===== src/hfe_pkg.sv =====
// Package for the HDLC frame encoder: request codes, CSR map, line constants
// and the command/status structs between controller and datapath.
// No dependencies.
package hfe_pkg;

   typedef enum logic [1:0] {
      REQ_DATA      = 2'd0,
      REQ_FRAME_END = 2'd1,
      REQ_TX_START  = 2'd2,
      REQ_TX_END    = 2'd3
   } req_code_type;

   localparam int CSR_ADDR_W = 3;
   localparam int CSR_DATA_W = 32;
   localparam int FLAG_CNT_W = 6;

   localparam logic REG_PREAMBLE = 1'b0;
   localparam logic REG_TAIL     = 1'b1;

   localparam logic [FLAG_CNT_W-1:0] PREAMBLE_RESET = 6'd30;
   localparam logic [FLAG_CNT_W-1:0] TAIL_RESET     = 6'd10;
   localparam logic [FLAG_CNT_W-1:0] FLAG_LIMIT     = 6'd48;

   localparam logic [7:0]  FLAG_BYTE  = 8'h7E;
   localparam logic [15:0] CRC_POLY   = 16'h8408;
   localparam logic [15:0] CRC_PRESET = 16'hFFFF;

   typedef struct packed {
      logic load;
      logic run_src;
      logic run_flag;
      logic flush;
   } dp_cmd_type;

   typedef struct packed {
      logic src_last;
      logic flags_zero;
      logic flag_last;
      logic pend_valid;
      logic out_free;
   } dp_status_type;

   function automatic logic [FLAG_CNT_W-1:0] clamp_flags(input logic [FLAG_CNT_W-1:0] v);
      clamp_flags = (v > FLAG_LIMIT) ? FLAG_LIMIT : v;
   endfunction

endpackage


===== src/hdlc_frame_encoder_core.sv =====
// Top level of the HDLC frame encoder: controller, datapath and CSR block.
// Depends on hfe_pkg, hfe_csr, hfe_ctrl and hfe_dp.
//
// The encoder emits one line bit per clock cycle into a bit-serial shifter, unless
// back-pressure stalls it. An item is accepted, its line bits are shifted out
// and the sequencer then checks its flags and flushes it: a data byte with up to
// two stuff bits, a frame end with or without a separator flag, a flag request with
// its flags (clamped to 48) and one more bit for an owed stuff bit. Items are taken
// one at a time; req_ready is high while the sequencer is idle. Completed line bytes
// are held in a pending register so that the final byte of an item carries rsp_last;
// an item that completes no byte returns nothing. Back-pressure on rsp_ready stalls
// the bit shifter once both the pending and output registers are full, and so
// lengthens the item.
module hdlc_frame_encoder_core
   import hfe_pkg::*;
(
   input  logic                  clock,
   input  logic                  reset,
   input  logic                  req_valid,
   output logic                  req_ready,
   input  logic [1:0]            req_type,
   input  logic [7:0]            req_data_byte,
   input  logic                  req_more_follows,
   output logic                  rsp_valid,
   input  logic                  rsp_ready,
   output logic [7:0]            rsp_line_byte,
   output logic                  rsp_last,
   input  logic                  csr_psel,
   input  logic                  csr_penable,
   input  logic                  csr_pwrite,
   input  logic [CSR_ADDR_W-1:0] csr_paddr,
   input  logic [CSR_DATA_W-1:0] csr_pwdata,
   output logic [CSR_DATA_W-1:0] csr_prdata,
   output logic                  csr_pready
);

   dp_cmd_type            cmd;
   dp_status_type         sts;
   logic [FLAG_CNT_W-1:0] preamble_cnt;
   logic [FLAG_CNT_W-1:0] tail_cnt;

   hfe_csr u_csr (
      .clock        (clock),
      .reset        (reset),
      .csr_psel     (csr_psel),
      .csr_penable  (csr_penable),
      .csr_pwrite   (csr_pwrite),
      .csr_paddr    (csr_paddr),
      .csr_pwdata   (csr_pwdata),
      .csr_prdata   (csr_prdata),
      .csr_pready   (csr_pready),
      .preamble_cnt (preamble_cnt),
      .tail_cnt     (tail_cnt)
   );

   hfe_ctrl u_ctrl (
      .clock     (clock),
      .reset     (reset),
      .req_valid (req_valid),
      .req_ready (req_ready),
      .req_type  (req_type),
      .sts       (sts),
      .cmd       (cmd)
   );

   hfe_dp u_dp (
      .clock            (clock),
      .reset            (reset),
      .cmd              (cmd),
      .sts              (sts),
      .req_type         (req_type),
      .req_data_byte    (req_data_byte),
      .req_more_follows (req_more_follows),
      .preamble_cnt     (preamble_cnt),
      .tail_cnt         (tail_cnt),
      .rsp_valid        (rsp_valid),
      .rsp_ready        (rsp_ready),
      .rsp_line_byte    (rsp_line_byte),
      .rsp_last         (rsp_last)
   );

endmodule


===== src/hfe_csr.sv =====
// Configuration registers of the HDLC frame encoder behind an APB-style port.
// Depends on hfe_pkg.
module hfe_csr
   import hfe_pkg::*;
(
   input  logic                  clock,
   input  logic                  reset,
   input  logic                  csr_psel,
   input  logic                  csr_penable,
   input  logic                  csr_pwrite,
   input  logic [CSR_ADDR_W-1:0] csr_paddr,
   input  logic [CSR_DATA_W-1:0] csr_pwdata,
   output logic [CSR_DATA_W-1:0] csr_prdata,
   output logic                  csr_pready,
   output logic [FLAG_CNT_W-1:0] preamble_cnt,
   output logic [FLAG_CNT_W-1:0] tail_cnt
);

   logic [FLAG_CNT_W-1:0] preamble_ff, preamble_in;
   logic [FLAG_CNT_W-1:0] tail_ff, tail_in;
   logic                  wr_en;

   assign csr_pready = 1'b1;
   assign wr_en      = csr_psel & csr_penable & csr_pwrite & csr_pready;

   always_comb begin
      preamble_in = preamble_ff;
      tail_in     = tail_ff;
      if (wr_en) begin
         unique case (csr_paddr[2])
            REG_PREAMBLE: preamble_in = csr_pwdata[FLAG_CNT_W-1:0];
            REG_TAIL:     tail_in     = csr_pwdata[FLAG_CNT_W-1:0];
            default:      ;
         endcase
      end
   end

   always_ff @(posedge clock) begin
      if (reset) begin
         preamble_ff <= PREAMBLE_RESET;
         tail_ff     <= TAIL_RESET;
      end else begin
         preamble_ff <= preamble_in;
         tail_ff     <= tail_in;
      end
   end

   always_comb begin
      unique case (csr_paddr[2])
         REG_PREAMBLE: csr_prdata = {{(CSR_DATA_W-FLAG_CNT_W){1'b0}}, preamble_ff};
         REG_TAIL:     csr_prdata = {{(CSR_DATA_W-FLAG_CNT_W){1'b0}}, tail_ff};
         default:      csr_prdata = '0;
      endcase
   end

   assign preamble_cnt = clamp_flags(preamble_ff);
   assign tail_cnt     = clamp_flags(tail_ff);

endmodule


===== src/hfe_ctrl.sv =====
// Controller of the HDLC frame encoder: sequences source bits, flags and the
// final flush of each item. Depends on hfe_pkg.
module hfe_ctrl
   import hfe_pkg::*;
(
   input  logic          clock,
   input  logic          reset,
   input  logic          req_valid,
   output logic          req_ready,
   input  logic [1:0]    req_type,
   input  dp_status_type sts,
   output dp_cmd_type    cmd
);

   typedef enum logic [1:0] {
      ST_IDLE,
      ST_SRC,
      ST_FLAG,
      ST_FLUSH
   } state_type;

   state_type state_ff, state_in;
   logic      accept;

   assign req_ready = (state_ff == ST_IDLE);
   assign accept    = req_valid & req_ready;

   assign cmd.load     = accept;
   assign cmd.run_src  = (state_ff == ST_SRC);
   assign cmd.run_flag = (state_ff == ST_FLAG) & ~sts.flags_zero;
   assign cmd.flush    = (state_ff == ST_FLUSH);

   always_comb begin
      state_in = state_ff;
      unique case (state_ff)
         ST_IDLE: begin
            if (accept) begin
               if ((req_type == REQ_DATA) || (req_type == REQ_FRAME_END)) begin
                  state_in = ST_SRC;
               end else begin
                  state_in = ST_FLAG;
               end
            end
         end
         ST_SRC: begin
            if (sts.src_last) state_in = ST_FLAG;
         end
         ST_FLAG: begin
            if (sts.flags_zero || sts.flag_last) state_in = ST_FLUSH;
         end
         ST_FLUSH: begin
            if (!sts.pend_valid || sts.out_free) state_in = ST_IDLE;
         end
         default: state_in = ST_IDLE;
      endcase
   end

   always_ff @(posedge clock) begin
      if (reset) begin
         state_ff <= ST_IDLE;
      end else begin
         state_ff <= state_in;
      end
   end

endmodule


===== src/hfe_dp.sv =====
// Datapath of the HDLC frame encoder: bit-serial source and flag shifting,
// zero stuffing, CRC, byte packing, pending and output byte registers.
// Depends on hfe_pkg.
module hfe_dp
   import hfe_pkg::*;
(
   input  logic                  clock,
   input  logic                  reset,
   input  dp_cmd_type            cmd,
   output dp_status_type         sts,
   input  logic [1:0]            req_type,
   input  logic [7:0]            req_data_byte,
   input  logic                  req_more_follows,
   input  logic [FLAG_CNT_W-1:0] preamble_cnt,
   input  logic [FLAG_CNT_W-1:0] tail_cnt,
   output logic                  rsp_valid,
   input  logic                  rsp_ready,
   output logic [7:0]            rsp_line_byte,
   output logic                  rsp_last
);

   logic [15:0]           crc_ff, crc_in;
   logic [7:0]            shift_ff, shift_in;
   logic [2:0]            bit_count_ff, bit_count_in;
   logic [15:0]           src_ff, src_in;
   logic [4:0]            src_cnt_ff, src_cnt_in;
   logic                  crc_en_ff, crc_en_in;
   logic [FLAG_CNT_W-1:0] flag_cnt_ff, flag_cnt_in;
   logic [2:0]            fbit_ff, fbit_in;
   logic [7:0]            pend_ff, pend_in;
   logic                  pend_valid_ff, pend_valid_in;
   logic [7:0]            out_ff, out_in;
   logic                  out_last_ff, out_last_in;
   logic                  out_valid_ff, out_valid_in;

   logic       run5, out_free, step, stuff, line_bit, emit, byte_done, real_bit, fb;
   logic [7:0] new_byte;

   assign run5      = &shift_ff[6:2];
   assign out_free  = ~out_valid_ff | rsp_ready;
   assign step      = ~((bit_count_ff == 3'd7) & pend_valid_ff & ~out_free);
   assign stuff     = run5 & (cmd.run_src | (fbit_ff == 3'd0));
   assign line_bit  = stuff ? 1'b0 : (cmd.run_src ? src_ff[0] : FLAG_BYTE[fbit_ff]);
   assign emit      = (cmd.run_src | cmd.run_flag) & step;
   assign real_bit  = emit & ~stuff;
   assign byte_done = emit & (bit_count_ff == 3'd7);
   assign new_byte  = {line_bit, shift_ff[6:0]};
   assign fb        = crc_ff[0] ^ src_ff[0];

   assign sts.src_last   = cmd.run_src & real_bit & (src_cnt_ff == 5'd1);
   assign sts.flags_zero = (flag_cnt_ff == '0);
   assign sts.flag_last  = cmd.run_flag & real_bit & (fbit_ff == 3'd7)
                           & (flag_cnt_ff == {{(FLAG_CNT_W-1){1'b0}}, 1'b1});
   assign sts.pend_valid = pend_valid_ff;
   assign sts.out_free   = out_free;

   always_comb begin
      crc_in        = crc_ff;
      shift_in      = shift_ff;
      bit_count_in  = bit_count_ff;
      src_in        = src_ff;
      src_cnt_in    = src_cnt_ff;
      crc_en_in     = crc_en_ff;
      flag_cnt_in   = flag_cnt_ff;
      fbit_in       = fbit_ff;
      pend_in       = pend_ff;
      pend_valid_in = pend_valid_ff;
      out_in        = out_ff;
      out_last_in   = out_last_ff;
      out_valid_in  = out_valid_ff;

      if (cmd.load) begin
         fbit_in = 3'd0;
         unique case (req_type)
            REQ_DATA: begin
               src_in      = {8'h00, req_data_byte};
               src_cnt_in  = 5'd8;
               crc_en_in   = 1'b1;
               flag_cnt_in = '0;
            end
            REQ_FRAME_END: begin
               src_in      = ~crc_ff;
               src_cnt_in  = 5'd16;
               crc_en_in   = 1'b0;
               crc_in      = CRC_PRESET;
               flag_cnt_in = {{(FLAG_CNT_W-1){1'b0}}, req_more_follows};
            end
            REQ_TX_START: begin
               crc_in      = CRC_PRESET;
               flag_cnt_in = preamble_cnt;
            end
            REQ_TX_END: begin
               flag_cnt_in = tail_cnt;
            end
            default: ;
         endcase
      end

      if (emit) begin
         shift_in     = {1'b0, line_bit, shift_ff[6:1]};
         bit_count_in = bit_count_ff + 3'd1;
      end

      if (real_bit && cmd.run_src) begin
         src_in     = {1'b0, src_ff[15:1]};
         src_cnt_in = src_cnt_ff - 5'd1;
         if (crc_en_ff) begin
            crc_in = {1'b0, crc_ff[15:1]} ^ (fb ? CRC_POLY : 16'h0000);
         end
      end

      if (real_bit && cmd.run_flag) begin
         fbit_in = fbit_ff + 3'd1;
         if (fbit_ff == 3'd7) flag_cnt_in = flag_cnt_ff - {{(FLAG_CNT_W-1){1'b0}}, 1'b1};
      end

      priority if (byte_done && pend_valid_ff) begin
         out_in       = pend_ff;
         out_last_in  = 1'b0;
         out_valid_in = 1'b1;
      end else if (cmd.flush && pend_valid_ff && out_free) begin
         out_in       = pend_ff;
         out_last_in  = 1'b1;
         out_valid_in = 1'b1;
      end else if (rsp_ready) begin
         out_valid_in = 1'b0;
      end

      priority if (byte_done) begin
         pend_in       = new_byte;
         pend_valid_in = 1'b1;
      end else if (cmd.flush && out_free) begin
         pend_valid_in = 1'b0;
      end
   end

   always_ff @(posedge clock) begin
      if (reset) begin
         crc_ff        <= CRC_PRESET;
         shift_ff      <= '0;
         bit_count_ff  <= '0;
         src_cnt_ff    <= '0;
         crc_en_ff     <= 1'b0;
         flag_cnt_ff   <= '0;
         fbit_ff       <= '0;
         pend_valid_ff <= 1'b0;
         out_valid_ff  <= 1'b0;
      end else begin
         crc_ff        <= crc_in;
         shift_ff      <= shift_in;
         bit_count_ff  <= bit_count_in;
         src_cnt_ff    <= src_cnt_in;
         crc_en_ff     <= crc_en_in;
         flag_cnt_ff   <= flag_cnt_in;
         fbit_ff       <= fbit_in;
         pend_valid_ff <= pend_valid_in;
         out_valid_ff  <= out_valid_in;
      end
   end

   always_ff @(posedge clock) begin
      src_ff      <= src_in;
      pend_ff     <= pend_in;
      out_ff      <= out_in;
      out_last_ff <= out_last_in;
   end

   assign rsp_valid     = out_valid_ff;
   assign rsp_line_byte = out_ff;
   assign rsp_last      = out_last_ff;

endmodule


===== config.mk =====
export PLATFORM = sky130hd
export DESIGN_NAME = hdlc_frame_encoder_core
export DESIGN_NICKNAME = d
export VERILOG_FILES = /design/src/hfe_pkg.sv /design/src/hdlc_frame_encoder_core.sv /design/src/hfe_csr.sv /design/src/hfe_ctrl.sv /design/src/hfe_dp.sv
export SDC_FILE = /design/constraint.sdc
export NUM_CORES = 1
export LEC_CHECK = 0
export BUFFER_PORTS_ARGS = -buffer_cell sky130_fd_sc_hd__buf_4
export CORE_MARGIN = 2
export CORE_UTILIZATION = 48
export CTS_CLUSTER_SIZE = 10
export DETAILED_ROUTE_END_ITERATION = 10
export MAX_ROUTING_LAYER = met4
export PLACE_DENSITY = 0.74
export SLEW_MARGIN = 20
export SYNTH_ARGS = -nofsm -noshare
export SYNTH_HDL_FRONTEND = slang
export SYNTH_HIERARCHICAL = 1
export SYNTH_SLANG_ARGS = --single-unit
export TNS_END_PERCENT = 1

===== constraint.sdc =====
create_clock -name clock -period 2.6 [get_ports clock]
set_clock_uncertainty 0.1 [all_clocks]
set_input_delay 0.26 -clock clock [delete_from_list [all_inputs] [get_ports clock]]
set_output_delay 0.26 -clock clock [all_outputs]
set_load 0.03 [all_outputs]

==> flow_summary.toml, run 1 <==
[power_and_ir_drop]
vdd_drop_max_mv = 0.275
p_sw_mw = 1.29
power_frac_seq_pct = 47.7
power_frac_comb_pct = 28.7
power_density_nw_per_um2 = 732
swShare_pct = 34.6
p_int_mw = 2.44
pwr-share-clk_pct = 23.6
power_mw = 3.73
p_leak_nw = 2.08

[yosys]
synthCells = 503
avgSynthCellArea_um2 = 9.25
synth_seq_cells = 91
ys_seq_area_share_pct = 45.8
synth_edf_count = 31
synth_cell_types = 57
synth_flop_cell = "dfxtp_1"
yosysWarnings = 6
syn_area_um2 = 4650
synthArstFlopShare_pct = 0

[worst_setup_path]
slowest_delay_ns = 0.43
timing.reg2reg.setup_slack_ns = 0.34
worst-endpoint-arrival_ns = 2.41
cp.buffers_inverters = 0
r2r_end = "u_ctrl/state_ff[1]$_SDFFE_PP0P_"
r2r_cells = 9
path_max_fanout = 5
crit_path_cell_trace = "or3_1 > nor2_1 > and2_1 > nor2b_1 > and4_1 > and3_1 > nor3b_2 > o31a_1 > o22a_1"
cp.required_ns = 2.76
crit_path_end_kind = "register"
cp_top_family = "simple AND/OR/NAND/NOR gates"
cpMaxStageDelayCell = "dfxtp_1"
criticalPathCategory = "register to register"
start_kind = "register"
r2r-start = "u_dp/flag_cnt_ff[2]$_SDFF_PP0_"

[clocking]
cts_tree = "built"
cts.sinks = 91
root_buffer = "clkbuf_8"
numCtsBuffers = 9
htreeDepth = 3
cts_resized = 0
clockBufferDepth = 2
cts-hold-fix-buffers = 0
cts.reportedPaths.clkPinSlew_ns = 0.09
post-cts-setup-buffers = 0
clock_latency_ns = 0.36

[floorplanning]
die-area_um2 = 10500
row_count = 35
die_w_um = 102
core_area_um2 = 9330
start_util_pct = 49.9
die_y_um = 102
io_pins = 97

[final_layout]
drive_gt1_share_pct = 14.4
nets = 600
syn_to_final_growth_pct = 9.44
utilization_pct = 54.6
stdcell_count = 663
n_antenna_cell = 0

[timing]
drv_slew = 0
setup_ws_ns = 0.343
worst_slew_pin_slew_ns = 0.579
rsz0062_at_grt = "no"
hold_viol = 0
fin_crit_ns = 2.26
fmax_mhz = 443
setup_viol = 0
min_period_over_period_pct = 86.8
slew_headroom_pct = 61.4
setup_tns_ns = 0

[global_route]
grt_pass1_wl_um = 13900
track_usage_pct = 17.1
use_met1_pct = 19.5
grt_overflow = 0
grt_pass1_vias = 3149
grt_util_met3_pct = 3.97
grt_antenna_before_repair = 0
use_met2_pct = 29.2
grt_max_degree = 53
grt.busiest_layer = "met2"

[detailed_routing]
drt-initial-drc-count = 143
avgViaCountPerCell = 5.11
dr.pass1.iters = 4
wl_per_cell_um = 12.6
vias = 3388
route.detailed.drc = 0
routed_wl_um = 8340
ant_nets = 0

[hold_path]
hold_path.class = "input pin to register"
holdPathStages = 3
min_to = "u_csr/preamble_ff[2]$_SDFFE_PP1P_"
hp-start = "csr_pwdata[2]"

[placed_design]
dpl_worst_slack_ns = 0.353
gp_routability_congestion = 0.792
dp_hpwl_um = 5890
port_buffers = 41
dp_cells = 647

[status]
outcome = "finished clean"

[job]
maxCapViolCount = 0
## Yosys cell counts, drive strengths merged (3+ instances only)
cell type / n / area [um^2]
a211oi: 5 / 37.5
a21oi: 20 / 104
a22oi: 5 / 37.5
a31oi: 5 / 31.3
and2: 13 / 81.3
and3: 5 / 31.3
buf: 39 / 288
clkbuf: 20 / 76.3
dfxtp: 60 / 1200
edfxtp: 31 / 931
ha: 18 / 225
inv: 28 / 105
mux2: 6 / 67.6
mux2i: 24 / 240
nand2: 49 / 184
nand2b: 14 / 87.6
nand3: 4 / 20.0
nand3b: 8 / 60.1
nor2: 48 / 180
nor2b: 5 / 38.8
nor3: 23 / 115
o21ai: 28 / 140
o22ai: 4 / 25.0
or3: 4 / 25.0
xnor2: 4 / 35.0
xor2: 3 / 26.3
## metal layers
layer | up-vias | share of wire, %
li1 | 1718 | -
met1 | 1582 | 45
met2 | 79 | 48
met5 | - | 0
met4 | 0 | 1.2
met3 | 9 | 5.4
## stage by stage
| stage | cell area, um^2 | hold slack [ns] |
|---|---|---|
| after floorplan | 4750 | 0.300 |
| after global placement | 4910 | 0.302 |
| after detailed placement | 4910 | 0.305 |
| after CTS | 5090 | 0.0543 |
| after global routing | 5090 | 0.0754 |
| final | 5090 | 0.0711 |
## cells in the final DEF, fill, tap and decap left out, types with 3 or more instances in the layout
| cell type | instances |
|---|---|
| a211oi_1 | 5 |
| a21oi_1 | 19 |
| a22oi_1 | 5 |
| a31oi_1 | 5 |
| and2_1 | 13 |
| and3_1 | 5 |
| buf_4 | 49 |
| clkbuf_8 | 9 |
| conb_1 | 27 |
| dfxtp_1 | 60 |
| edfxtp_1 | 31 |
| ha_1 | 18 |
| inv_1 | 27 |
| inv_6 | 3 |
| mux2_2 | 6 |
| mux2i_1 | 24 |
| nand2_1 | 49 |
| nand2b_1 | 14 |
| nand3_1 | 4 |
| nand3b_1 | 8 |
| nor2_1 | 48 |
| nor2b_1 | 4 |
| nor3_1 | 23 |
| o21ai_0 | 6 |
| o21ai_1 | 22 |
| o22ai_1 | 4 |
| or3_1 | 4 |
| xnor2_1 | 4 |
| xor2_1 | 3 |
## sequential cells by signal, summed over array words and instances, names as in the netlist, named ones only
name                cells
u_dp/crc_ff            16
u_dp/src_ff            16
u_dp/pend_ff            8
u_dp/rsp_line_byte      8
u_dp/shift_ff           7
u_csr/preamble_ff       6
u_csr/tail_ff           6
u_dp/flag_cnt_ff        6
u_dp/src_cnt_ff         5
u_dp/bit_count_ff       3
u_dp/fbit_ff            3
u_ctrl/state_ff         2
u_dp/crc_en_ff          1
u_dp/pend_valid_ff      1
u_dp/rsp_last           1
u_dp/rsp_valid          1
## worst reg2reg max path: cells and delay by family (launching register included)
kind	cells	cell delay (ns)
compound gates	2	0.44
flops	1	0.43
simple gates	7	1.21
## logic make-up after synthesis
logic type      after synthesis  synth area share [%]
flops                        91                  45.8
buf+inv                      87                  10.1
mux                          30                  6.61
simple gates                185                  20.1
compound gates               83                  11.0
xor+xnor                      7                  1.32
other cells                   2                 0.161
fa+ha+maj                    18                  4.84
## layout make-up
type | count | area, um^2
well taps | 129 | 161
repair buffers | 49 | 368
multi-input cells | 350 | 2150
clock inverters | 7 | 56.3
clock buffers | 9 | 124
inverters | 28 | 105
fillers | 839 | 4230
flip-flops and latches | 91 | 2130
## power groups by stage
stage	combinational (mW)	sequential, mW	clock, mW
2_1_floorplan	0.878	1.78	0
3_3_place_gp	1.03	1.80	0
3_5_place_dp	1.07	1.81	0
4_1_cts	1.07	1.78	0.913
5_1_grt	1.20	1.80	0.959
6_report	1.07	1.78	0.881
## worst max-delay path by stage
stage,from,end,slack [ns],depth (start not counted)
3_5_place_dp,u_dp/flag_cnt_ff[0]$_SDFF_PP0_,u_ctrl/state_ff[1]$_SDFFE_PP0P_,0.35,9
5_1_grt,u_dp/flag_cnt_ff[2]$_SDFF_PP0_,u_ctrl/state_ff[1]$_SDFFE_PP0P_,0.17,9
6_report,u_dp/flag_cnt_ff[2]$_SDFF_PP0_,u_ctrl/state_ff[1]$_SDFFE_PP0P_,0.34,9
3_3_place_gp,u_dp/flag_cnt_ff[4]$_SDFF_PP0_,register,0.43,7
2_1_floorplan,u_dp/flag_cnt_ff[0]$_SDFF_PP0_,u_dp/rsp_line_byte[0]$_DFFE_PP_,0.30,7
4_1_cts,u_dp/flag_cnt_ff[0]$_SDFF_PP0_,u_ctrl/state_ff[1]$_SDFFE_PP0P_,0.33,9
Power figures use the tool's default switching activity.
==> run 2, diff against run 1 <==
Clock period 2.6 ns to 2.1 ns, I/O delays scaled along.
==> flow_summary.toml, run 2 (same netlist as run 1, synthesis figures left out) <==
[placed_design]
gp_routability_congestion = 0.805
port_buffers = 41
dpl_worst_slack_ns = -0.00971
dp_hpwl_um = 6070
dpl_cell_area_um2 = 5040

[power_and_ir_drop]
p_leak_nw = 2.21
power_frac_seq_pct = 43.2
p_sw_mw = 1.64
pwr-share-clk_pct = 26.3
swShare_pct = 32.4
power_density_nw_per_um2 = 943
p_int_mw = 3.42
power_frac_comb_pct = 30.5
vdd_drop_max_mv = 0.429
power_mw = 5.07

[clocking]
htreeDepth = 3
root_buffer = "clkbuf_8"
numCtsBuffers = 9
cts.reportedPaths.clkPinSlew_ns = 0.09
clock_latency_ns = 0.35
clockBufferDepth = 2
cts.sinks = 91
cts_tree = "built"

[hold_path]
hold_path.class = "input pin to register"

[final_layout]
n_antenna_cell = 0
fin_area_um2 = 5370
syn_to_final_growth_pct = 15.4
seq_area_um2 = 2140
layout.cells.most_common = "buf_4"
mostFrequentLayoutCells = "buf_4, dfxtp_1, nand2_1, nor2_1, edfxtp_1"
drive_gt1_share_pct = 21.1
utilization_pct = 57.6
top_regs = "u_dp/crc_ff x16, u_dp/src_ff x16"
fill_cells = 789
nets = 620
multi_input_area_um2 = 2220

[floorplanning]
io_pins = 97
core_area_um2 = 9330
die-area_um2 = 10500
row_count = 35
start_util_pct = 49.9
die_w_um = 102
die_y_um = 102

[detailed_routing]
routed_wl_um = 8610
drt-initial-drc-count = 89
vias = 3409
ant_nets = 0
wl_per_cell_um = 12.6
route.detailed.drc = 0
avgViaCountPerCell = 4.99
dr.pass1.iters = 4

[job]
maxCapViolCount = 0

[timing]
setup_ws_ns = 0.0252
hold_viol = 0
fin_crit_ns = 2.07
worst_slew_pin_slew_ns = 0.623
setup_viol = 0
fmax_mhz = 482
min_period_over_period_pct = 98.8
rsz0062_at_grt = "yes"
drv_slew = 0
slew_headroom_pct = 58.0

[global_route]
track_usage_pct = 17.4
grt_antenna_before_repair = 0
grt_overflow = 0
grt_pass1_wl_um = 14100
grt_pass1_vias = 3151
grt_max_degree = 53

[worst_setup_path]
cpMaxStageDelayCell = "dfxtp_2"
crit_path_end_kind = "register"
crit_path_cell_trace = "inv_1 > ha_2 > nor2b_4 > o2111ai_2 > and4_4 > and3_4 > nor3b_2 > o31a_1 > o22a_1"
worst-endpoint-arrival_ns = 2.23
start_kind = "register"
criticalPathCategory = "register to register"
slowest_delay_ns = 0.33
path_max_fanout = 2
cp.required_ns = 2.25

[status]
outcome = "finished clean"
run 2: cell count changes in the layout (fill, tap and decap cells not counted), sizes merged:
cell / change
buf: +20
bufinv: +2
clkbuf: +1
clkinv: -1
clkinvlp: -1
inv: -1
run 2: worst paths after layout:
path	cells after the start	from	slack [ns]	end
worst max-delay path	9	u_dp/fbit_ff[0]$_SDFFE_PP0N_	0.03	u_ctrl/state_ff[1]$_SDFFE_PP0P_
worst min-delay path	3	csr_pwdata[1]	0.03	u_csr/tail_ff[1]$_SDFFE_PP1P_
worst max register to register	9	u_dp/fbit_ff[0]$_SDFFE_PP0N_	0.03	u_ctrl/state_ff[1]$_SDFFE_PP0P_
worst min register to register	0	u_dp/pend_ff[1]$_DFFE_PP_	0.33	u_dp/rsp_line_byte[1]$_DFFE_PP_
run 2: worst max-delay path: cells and delay by family (launching register included):
family | cells | cell delay (ns)
flip-flops | 1 | 0.33
AO/OA/AOI/OAI | 3 | 0.71
buffers and inverters | 1 | 0.05
AND/OR/NAND/NOR | 4 | 0.62
adder cells (fa/ha/maj) | 1 | 0.17
run 2: through the flow:
stage,setup TNS [ns],instances,hold slack (ns)
after floorplan,-0.283,528,0.265
after global placement,0,664,0.301
after detailed placement,-0.00971,664,0.305
after CTS,-0.0475,680,0.0144
after global routing,-0.233,683,0.0172
final,0,683,0.0272
run 2: layer usage:
| layer | vias up | share of wire [%] | track usage, % |
|---|---|---|---|
| met5 | - | 0 | - |
| met4 | 0 | 0.88 | 5.85 |
| met3 | 6 | 3.7 | 4.10 |
| met2 | 65 | 49 | 28.8 |
| met1 | 1575 | 47 | 20.7 |
| li1 | 1763 | - | - |
run 2: layout make-up:
type                            count  share of cell area [%]
Tap cell                          129                    3.00
Multi-Input combinational cell    350                    41.3
Timing Repair Buffer               69                    9.71
Clock inverter                      6                    1.79
Sequential cell                    91                    39.8
Clock buffer                       10                    2.38
Inverter                           28                    2.00
run 2: power groups by stage:
| stage | Combinational (mW) | Sequential, mW | Clock, mW |
|---|---|---|---|
| final | 1.55 | 2.19 | 1.33 |
| after global routing | 1.72 | 2.21 | 1.44 |
| after CTS | 1.47 | 2.18 | 1.36 |
| after detailed placement | 1.46 | 2.22 | 0 |
| after global placement | 1.41 | 2.22 | 0 |
| after floorplan | 1.09 | 2.20 | 0 |
run 2: repair_timing:
item	4_1_cts	5_1_grt
setup buffers	0	3
pin swaps	1	8
hold buffers	0	0
gates cloned	0	0
gates resized for setup	2	25
endpoints found under the setup margin	6	46
